$ cat src/rtl/pst_pkg.sv
`default_nettype none
package pst_pkg;

	localparam int SESSIONS    = 16;
	localparam int IDX_W       = (SESSIONS > 1) ? $clog2(SESSIONS) : 1;
	localparam int MAX_RESULTS = 16;
	localparam int CNT_W       = $clog2(MAX_RESULTS + 1);

	localparam logic [15:0] TIMEOUT_RESET = 16'd60;
	localparam logic [15:0] ID_EMPTY      = 16'd0;

	localparam logic KIND_PING    = 1'b0;
	localparam logic KIND_EXPIRED = 1'b1;

	typedef enum logic [1:0] {
		OP_PING  = 2'd0,
		OP_SWEEP = 2'd1,
		OP_START = 2'd2,
		OP_STOP  = 2'd3
	} op_t;

	typedef enum logic [1:0] {
		ST_UPDATED = 2'd0,
		ST_CREATED = 2'd1,
		ST_DROPPED = 2'd2,
		ST_IGNORED = 2'd3
	} status_t;

	typedef enum logic [2:0] {
		S_IDLE,
		S_MATCH,
		S_CLAIM,
		S_SWEEP,
		S_DONE
	} state_t;

	typedef struct packed {
		logic [15:0] id;
		logic [31:0] first;
		logic [31:0] last;
	} entry_t;

	typedef struct packed {
		logic shift;
		logic clear;
	} row_ctl_t;

	typedef struct packed {
		logic        kind;
		status_t     status;
		logic [15:0] tag;
		logic [31:0] first;
		logic [31:0] last;
		logic        fin;
	} result_t;

endpackage
`default_nettype wire

$ cat src/rtl/pst_cell.sv
`default_nettype none
module pst_cell (
	input  wire logic              clk,
	input  wire logic              arst_n,
	input  wire pst_pkg::row_ctl_t ctl,
	input  wire pst_pkg::entry_t   d,
	output pst_pkg::entry_t        q
);
	import pst_pkg::*;

	logic [15:0] id_q;
	logic [31:0] first_q;
	logic [31:0] last_q;

	always_ff @(posedge clk or negedge arst_n) begin
		if (!arst_n) begin
			id_q   <= ID_EMPTY;
			last_q <= 32'd0;
		end else if (ctl.clear) begin
			id_q   <= ID_EMPTY;
			last_q <= 32'd0;
		end else if (ctl.shift) begin
			id_q   <= d.id;
			last_q <= d.last;
		end
	end

	always_ff @(posedge clk) begin
		if (ctl.shift) begin
			first_q <= d.first;
		end
	end

	assign q = '{id: id_q, first: first_q, last: last_q};

endmodule
`default_nettype wire

$ cat src/rtl/pst_ctrl.sv
`default_nettype none
module pst_ctrl (
	input  wire logic              clk,
	input  wire logic              arst_n,
	input  wire logic              cfg_wr_en,
	input  wire logic [15:0]       cfg_wr_data,
	input  wire logic              in_valid,
	output logic                   in_ready,
	input  wire logic [1:0]        operation,
	input  wire logic [15:0]       remote_id,
	input  wire logic              need_strong,
	input  wire logic              signal_strong,
	input  wire logic [31:0]       now_secs,
	input  wire pst_pkg::entry_t   head,
	output pst_pkg::entry_t        wb,
	output pst_pkg::row_ctl_t      ctl,
	output logic                   out_valid,
	input  wire logic              out_ready,
	output pst_pkg::result_t       out_res
);
	import pst_pkg::*;

	state_t            state_q, state_n;
	logic [15:0]       timeout_q;
	logic              tracking_q, tracking_n;
	logic [IDX_W-1:0]  cnt_q, cnt_n;
	logic [CNT_W-1:0]  n_q, n_n;
	logic              free_q, free_n;
	logic              pend_valid_q, pend_valid_n;
	result_t           pend_q, pend_n;
	logic [15:0]       id_q, id_n;
	logic [31:0]       now_q, now_n;
	logic              out_valid_q;
	result_t           out_q, out_d;
	logic              load_out;
	logic              out_free;
	logic              last_step;
	logic              head_exp;
	logic              head_free;
	logic              head_hit;
	logic              stall;
	logic [31:0]       age;

	assign out_free  = !out_valid_q || out_ready;
	assign last_step = (cnt_q == IDX_W'(SESSIONS - 1));
	assign head_free = (head.id == ID_EMPTY);
	assign head_hit  = (head.id == id_q);
	assign age       = now_q - head.last;
	assign head_exp  = !head_free && (age > {16'd0, timeout_q})
		&& (n_q != CNT_W'(MAX_RESULTS));
	assign stall     = head_exp && pend_valid_q && !out_free;

	always_comb begin
		state_n      = state_q;
		tracking_n   = tracking_q;
		cnt_n        = cnt_q;
		n_n          = n_q;
		free_n       = free_q;
		pend_valid_n = pend_valid_q;
		pend_n       = pend_q;
		id_n         = id_q;
		now_n        = now_q;
		wb           = head;
		ctl          = '{shift: 1'b0, clear: 1'b0};
		load_out     = 1'b0;
		out_d        = pend_q;
		in_ready     = 1'b0;
		unique case (state_q)
			S_IDLE: begin
				in_ready = 1'b1;
				if (in_valid) begin
					id_n         = remote_id;
					now_n        = now_secs;
					cnt_n        = '0;
					n_n          = '0;
					free_n       = 1'b0;
					pend_valid_n = 1'b0;
					unique case (op_t'(operation))
						OP_PING: begin
							if (!tracking_q || (need_strong && !signal_strong)
								|| remote_id == ID_EMPTY) begin
								pend_n = '{kind: KIND_PING, status: ST_IGNORED,
									tag: remote_id, first: 32'd0, last: 32'd0,
									fin: 1'b1};
								pend_valid_n = 1'b1;
								state_n      = S_DONE;
							end else begin
								state_n = S_MATCH;
							end
						end
						OP_SWEEP: state_n = S_SWEEP;
						OP_START: begin
							if (!tracking_q) begin
								ctl.clear  = 1'b1;
								tracking_n = 1'b1;
							end
						end
						OP_STOP: tracking_n = 1'b0;
						default: state_n = S_IDLE;
					endcase
				end
			end
			S_MATCH: begin
				ctl.shift = 1'b1;
				cnt_n     = cnt_q + 1'b1;
				if (head_hit) begin
					wb.last = now_q;
					pend_n  = '{kind: KIND_PING, status: ST_UPDATED, tag: id_q,
						first: head.first, last: now_q, fin: 1'b1};
					pend_valid_n = 1'b1;
				end
				if (head_free) begin
					free_n = 1'b1;
				end
				if (last_step) begin
					cnt_n = '0;
					if (head_hit || pend_valid_q) begin
						state_n = S_DONE;
					end else if (free_q || head_free) begin
						state_n = S_CLAIM;
					end else begin
						pend_n = '{kind: KIND_PING, status: ST_DROPPED, tag: id_q,
							first: 32'd0, last: 32'd0, fin: 1'b1};
						pend_valid_n = 1'b1;
						state_n      = S_DONE;
					end
				end
			end
			S_CLAIM: begin
				ctl.shift = 1'b1;
				cnt_n     = cnt_q + 1'b1;
				if (!pend_valid_q && head_free) begin
					wb     = '{id: id_q, first: now_q, last: now_q};
					pend_n = '{kind: KIND_PING, status: ST_CREATED, tag: id_q,
						first: now_q, last: now_q, fin: 1'b1};
					pend_valid_n = 1'b1;
				end
				if (last_step) begin
					cnt_n   = '0;
					state_n = S_DONE;
				end
			end
			S_SWEEP: begin
				if (!stall) begin
					ctl.shift = 1'b1;
					cnt_n     = cnt_q + 1'b1;
					if (head_exp) begin
						if (pend_valid_q) begin
							load_out  = 1'b1;
							out_d.fin = 1'b0;
						end
						pend_n = '{kind: KIND_EXPIRED, status: ST_UPDATED,
							tag: head.id, first: head.first, last: head.last,
							fin: 1'b1};
						pend_valid_n = 1'b1;
						n_n          = n_q + 1'b1;
						wb.id        = ID_EMPTY;
						wb.last      = 32'd0;
					end
					if (last_step) begin
						cnt_n   = '0;
						state_n = S_DONE;
					end
				end
			end
			S_DONE: begin
				if (!pend_valid_q) begin
					state_n = S_IDLE;
				end else if (out_free) begin
					load_out     = 1'b1;
					out_d.fin    = 1'b1;
					pend_valid_n = 1'b0;
					state_n      = S_IDLE;
				end
			end
			default: state_n = S_IDLE;
		endcase
	end

	always_ff @(posedge clk or negedge arst_n) begin
		if (!arst_n) begin
			state_q      <= S_IDLE;
			timeout_q    <= TIMEOUT_RESET;
			tracking_q   <= 1'b0;
			cnt_q        <= '0;
			n_q          <= '0;
			free_q       <= 1'b0;
			pend_valid_q <= 1'b0;
			out_valid_q  <= 1'b0;
		end else begin
			state_q      <= state_n;
			tracking_q   <= tracking_n;
			cnt_q        <= cnt_n;
			n_q          <= n_n;
			free_q       <= free_n;
			pend_valid_q <= pend_valid_n;
			if (cfg_wr_en) begin
				timeout_q <= cfg_wr_data;
			end
			if (load_out) begin
				out_valid_q <= 1'b1;
			end else if (out_ready) begin
				out_valid_q <= 1'b0;
			end
		end
	end

	always_ff @(posedge clk) begin
		pend_q <= pend_n;
		id_q   <= id_n;
		now_q  <= now_n;
		if (load_out) begin
			out_q <= out_d;
		end
	end

	assign out_valid = out_valid_q;
	assign out_res   = out_q;

endmodule
`default_nettype wire

$ cat src/rtl/proximity_session_table.sv
// Start and stop finish in idle without a ring walk. An ignored ping goes straight from idle to the done
// state to give its result; any other ping walks the ring once to match, and again to claim a free slot.
// A sweep walks the ring once and is held while the output side is stalled with a record pending.
// No new request is accepted until the rotating session ring is through with the last one.
// Reset (arst_n, asynchronous, active low) empties every slot, stops tracking and sets
// the timeout to 60 seconds; no clearing pass is needed.
`default_nettype none
module proximity_session_table (
	input  wire logic        clk,
	input  wire logic        arst_n,
	input  wire logic        cfg_wr_en,
	input  wire logic [15:0] cfg_wr_data,
	input  wire logic        in_valid,
	output logic             in_ready,
	input  wire logic [1:0]  operation,
	input  wire logic [15:0] remote_id,
	input  wire logic        need_strong,
	input  wire logic        signal_strong,
	input  wire logic [31:0] now_secs,
	output logic             out_valid,
	input  wire logic        out_ready,
	output logic             kind,
	output logic [1:0]       status,
	output logic [15:0]      tag_id,
	output logic [31:0]      first_seen,
	output logic [31:0]      last_seen,
	output logic             last_of_run
);
	import pst_pkg::*;

	entry_t   cell_q [SESSIONS];
	entry_t   wb;
	row_ctl_t ctl;
	result_t  res;

	for (genvar i = 0; i < SESSIONS; i++) begin : g_cell
		entry_t d;
		if (i == SESSIONS - 1) begin : g_tail
			assign d = wb;
		end else begin : g_mid
			assign d = cell_q[i + 1];
		end
		pst_cell u_cell (
			.clk    (clk),
			.arst_n (arst_n),
			.ctl    (ctl),
			.d      (d),
			.q      (cell_q[i])
		);
	end

	pst_ctrl u_ctrl (
		.clk           (clk),
		.arst_n        (arst_n),
		.cfg_wr_en     (cfg_wr_en),
		.cfg_wr_data   (cfg_wr_data),
		.in_valid      (in_valid),
		.in_ready      (in_ready),
		.operation     (operation),
		.remote_id     (remote_id),
		.need_strong   (need_strong),
		.signal_strong (signal_strong),
		.now_secs      (now_secs),
		.head          (cell_q[0]),
		.wb            (wb),
		.ctl           (ctl),
		.out_valid     (out_valid),
		.out_ready     (out_ready),
		.out_res       (res)
	);

	assign kind        = res.kind;
	assign status      = res.status;
	assign tag_id      = res.tag;
	assign first_seen  = res.first;
	assign last_seen   = res.last;
	assign last_of_run = res.fin;

endmodule
`default_nettype wire

$ cat config.mk
export PLATFORM = sky130hd
export DESIGN_NAME = proximity_session_table
export DESIGN_NICKNAME = d
export VERILOG_FILES = /design/src/rtl/pst_pkg.sv /design/src/rtl/pst_cell.sv /design/src/rtl/pst_ctrl.sv /design/src/rtl/proximity_session_table.sv
export SDC_FILE = /design/constraint.sdc
export NUM_CORES = 2
export LEC_CHECK = 0
export BUFFER_PORTS_ARGS = -buffer_cell sky130_fd_sc_hd__buf_2
export CAP_MARGIN = 25
export CORE_AREA = 2 2 353 355
export CTS_CLUSTER_SIZE = 10
export DETAILED_ROUTE_END_ITERATION = 6
export DIE_AREA = 0 0 355 357
export PLACE_DENSITY_LB_ADDON = 0.15
export SETUP_SLACK_MARGIN = 0.05
export SLEW_MARGIN = 20
export SYNTH_ARGS = -nofsm -noshare
export SYNTH_HDL_FRONTEND = slang
export SYNTH_HIERARCHICAL = 1
export SYNTH_SLANG_ARGS = --single-unit
$ cat constraint.sdc
create_clock -name clk -period 56.7 [get_ports clk]
set_input_delay 11.34 -clock clk [delete_from_list [all_inputs] [get_ports clk]]
set_output_delay 11.34 -clock clk [all_outputs]
set_load 0.03 [all_outputs]
==> impl_metrics.py <==
metrics = {
    "floorplanning": {
        "die_area_mm2": 0.127,
        "core-area_mm2": 0.123,
        "die_h_um": 357,
        "ios": 159,
        "rows": 129,
        "start_util_pct": 49.6,
        "die_w_um": 355,
    },
    "clocking": {
        "cts-root-buf": "clkbuf_16",
        "cts.htree.levels": 4,
        "tritoncts": "done",
        "clk_pin_slew_worst_paths_ns": 0.05,
        "clockBufferDepth": 3,
        "numCtsBuffers": 174,
        "postCtsHoldBufs": 0,
        "cts_setup_buffers": 0,
        "ctsResizeCount": 0,
        "clock_latency_ns": 0.80,
        "cts_sinks": 1528,
    },
    "power_and_ir_drop": {
        "p_leak_nw": 29.8,
        "power_density_mw_per_mm2": 58.4,
        "ir_drop_v": 0.0000509,
    },
    "drt": {
        "final_antenna_net_count": 0,
        "drtIter0Drc": 3011,
        "routed_via_density": 5.32,
        "dr.pass1.iters": 5,
        "wl_per_cell_um": 19.8,
        "via_count": 32600,
        "routed_wl_mm": 121,
        "post-route-drc-count": 0,
    },
    "final_layout": {
        "finish.instance_area_mm2": 0.0675,
        "drive_gt1_share_pct": 11.4,
        "num_antenna_cells": 0,
        "syn_to_final_growth_pct": 10.6,
        "layout.nets": 4553,
    },
    "logic_synthesis": {
        "ys_ff_latch": 1528,
        "netlist_instances": 4279,
        "syn-cell-area_mm2": 0.0610,
        "synth-seq-area-share_pct": 68.7,
        "syn_avg_cell_area_um2": 14.3,
        "synth_edf_count": 728,
        "synthFlopType": "dfrtp_1",
        "postSynthNetCount": 4403,
        "synth_warnings": 6,
        "synth_cell_type_count": 82,
        "async_flop_share_pct": 52.4,
    },
    "critical_path": {
        "cpMaxStageDelayCell": "buf_4",
        "crit_path_frequent_cell": "buf_4",
        "start_kind": "input pin",
        "crit_path_max_incr_delay_ns": 0.85,
        "critPathBufInv": 8,
        "criticalPathCategory": "in2reg",
        "worstPathCellList": "buf_2 -> nand2_1 -> inv_2 -> nand2_1 -> nor3_2 -> buf_4 -> buf_4 -> buf_4 -> buf_4 -> buf_4 -> buf_4 -> nor2_1",
        "cp.required_ns": 57.32,
        "worst_setup_path_end_kind": "register",
        "cp_top_family": "buffers and inverters",
        "arrival_ns": 17.02,
        "crit_fanout": 95,
    },
    "sta": {
        "fin_tns_setup_ns": 0,
        "setup_viol": 0,
        "clock_skew_ns": 0.0351,
        "finalCritPeriodShare_pct": 28.9,
        "finalHoldViolations": 0,
        "finalCriticalPeriod_ns": 16.40,
        "slew_headroom_pct": 29.9,
        "fmax_mhz": 61.0,
        "worstMarginPinSlew_ns": 1.05,
        "grt_setup_unrepaired": "false",
        "maxSlewViolCount": 0,
    },
    "placed_design": {
        "hpwl_mm": 74.3,
        "routabilityCongestion": 0.833,
        "post_dp_cell_area_mm2": 0.0624,
        "port_buffers": 158,
    },
    "run": {
        "drv_cap": 0,
    },
    "global_route": {
        "grtUsageTotal_pct": 19.2,
        "grt_overflow": 0,
        "grt_first_pass_wirelength_mm": 190,
        "antenna_found_initial": 3,
        "grt_max_degree": 193,
        "grt_pass1_vias": 32400,
    },
    "outcome": {
        "status": "complete, no violations",
    },
    "min_path": {
        "hp-class": "reg2reg",
    },
}
## per-stage QoR
step                total power, mW  hold WS, ns  worst slack [ns]  util [%]  cells
floorplan                      3.06        0.400             16.43         -   4279
global placement               2.94        0.400             39.49      50.7   5884
detailed placement             2.97        0.405             39.43      50.7   5885
CTS                            3.99        0.388             40.29      54.8   6134
global route                   4.16        0.391             39.70      54.9   6139
finish                         3.94        0.392             40.30      54.9   6139
## path summary, 6_finish.rpt
kind                                                        startpoint                                        to  slack (ns)  cells past startpoint
min in group asynchronous                                       arst_n      g_cell[8].u_cell/id_q[8]$_DFFE_PN0P_       10.65                      1
worst max-delay path                                          in_valid   g_cell[9].u_cell/last_q[13]$_DFFE_PN0P_       40.30                     12
worst min-delay path            g_cell[6].u_cell/first_q[30]$_DFFE_PP_    g_cell[5].u_cell/first_q[30]$_DFFE_PP_        0.39                      0
max in group asynchronous                                       arst_n  g_cell[12].u_cell/last_q[13]$_DFFE_PN0P_       43.08                      5
worst min register to register  g_cell[6].u_cell/first_q[30]$_DFFE_PP_    g_cell[5].u_cell/first_q[30]$_DFFE_PP_        0.39                      0
worst max register to register               u_ctrl/now_q[0]$_DFFE_PP_   g_cell[7].u_cell/last_q[20]$_DFFE_PN0P_       46.60                     28
## routing by layer
metal	up-vias	track usage, %	wire, um
met5	-	0	0
met4	0	6.21	2890
met3	179	3.41	5420
met2	662	30.3	58100
met1	16400	27.1	55000
li1	15500	-	-
## cell usage after synthesis, types with 38 or more instances
cell type / count / share of area [%]
ha_1: 50 / 1.0
dfrtp_1: 796 / 33
nor2_1: 831 / 5.1
buf_2: 38 / 0.31
buf_12: 48 / 1.6
mux2i_1: 822 / 13
a21oi_1: 78 / 0.64
nand2_1: 165 / 1.0
inv_1: 68 / 0.42
clkbuf_1: 103 / 0.63
a22o_1: 49 / 0.70
edfxtp_1: 728 / 36
o21ai_0: 41 / 0.34
## flip-flops by register name (all words and copies together) (netlist names), 16 cells and up
register               count
u_ctrl/out_d              83
g_cell.u_cell/last_q     512
u_ctrl/now_q              32
g_cell.u_cell/id_q       256
u_ctrl/timeout_q          16
u_ctrl/out_res            84
u_ctrl/id_q               16
g_cell.u_cell/first_q    512
## final cells by class
type / instances / area, um^2
repair buffers: 225 / 1470
flip-flops and latches: 1528 / 41900
clock buffers: 228 / 4600
fillers: 10200 / 55500
well taps: 1637 / 2050
multi-input cells: 2431 / 16900
inverters: 69 / 260
clock inverters: 21 / 385
## cells in the final DEF (no fill, tap or decap), types with 8 or more instances in the layout
cell         n
nand3_1     10
buf_2      157
mux2_2      33
o211ai_1     9
nand2b_1    14
xor2_1      21
a22o_1      49
o22ai_1     34
clkbuf_16  174
nor4_1      14
buf_4       54
nand4_1     16
and3_1      34
a21oi_2      9
dfrtp_1    795
a21oi_1     77
o21a_1      10
nor2_1     830
buf_12       8
clkinv_16    8
o22a_1      11
a221oi_1     8
nor3_1      12
ha_1        50
mux2i_1    822
edfxtp_1   728
xnor2_1     14
a32oi_1     12
clkbuf_1    50
a22oi_1     33
inv_1       66
nand2_1    165
o21ai_0     41
## power by group
group	internal (mW)	switching (mW)
sequential	1.72	0.196
clock	0.567	0.430
combinational	0.385	0.645
total	2.67	1.27
## logic make-up (layout without fill, tap and decap cells)
logic type      after synthesis  after routing  share of synthesized area (%)
flops                      1528           1528                           68.7
simple gates               1131           1131                           7.59
xor+xnor                     35             35                          0.502
buf+inv                     320            543                           3.81
fa+ha+maj                    51             51                           1.06
compound gates              356            356                           4.23
mux                         858            858                           14.2
(Power assumes the default switching activity.)
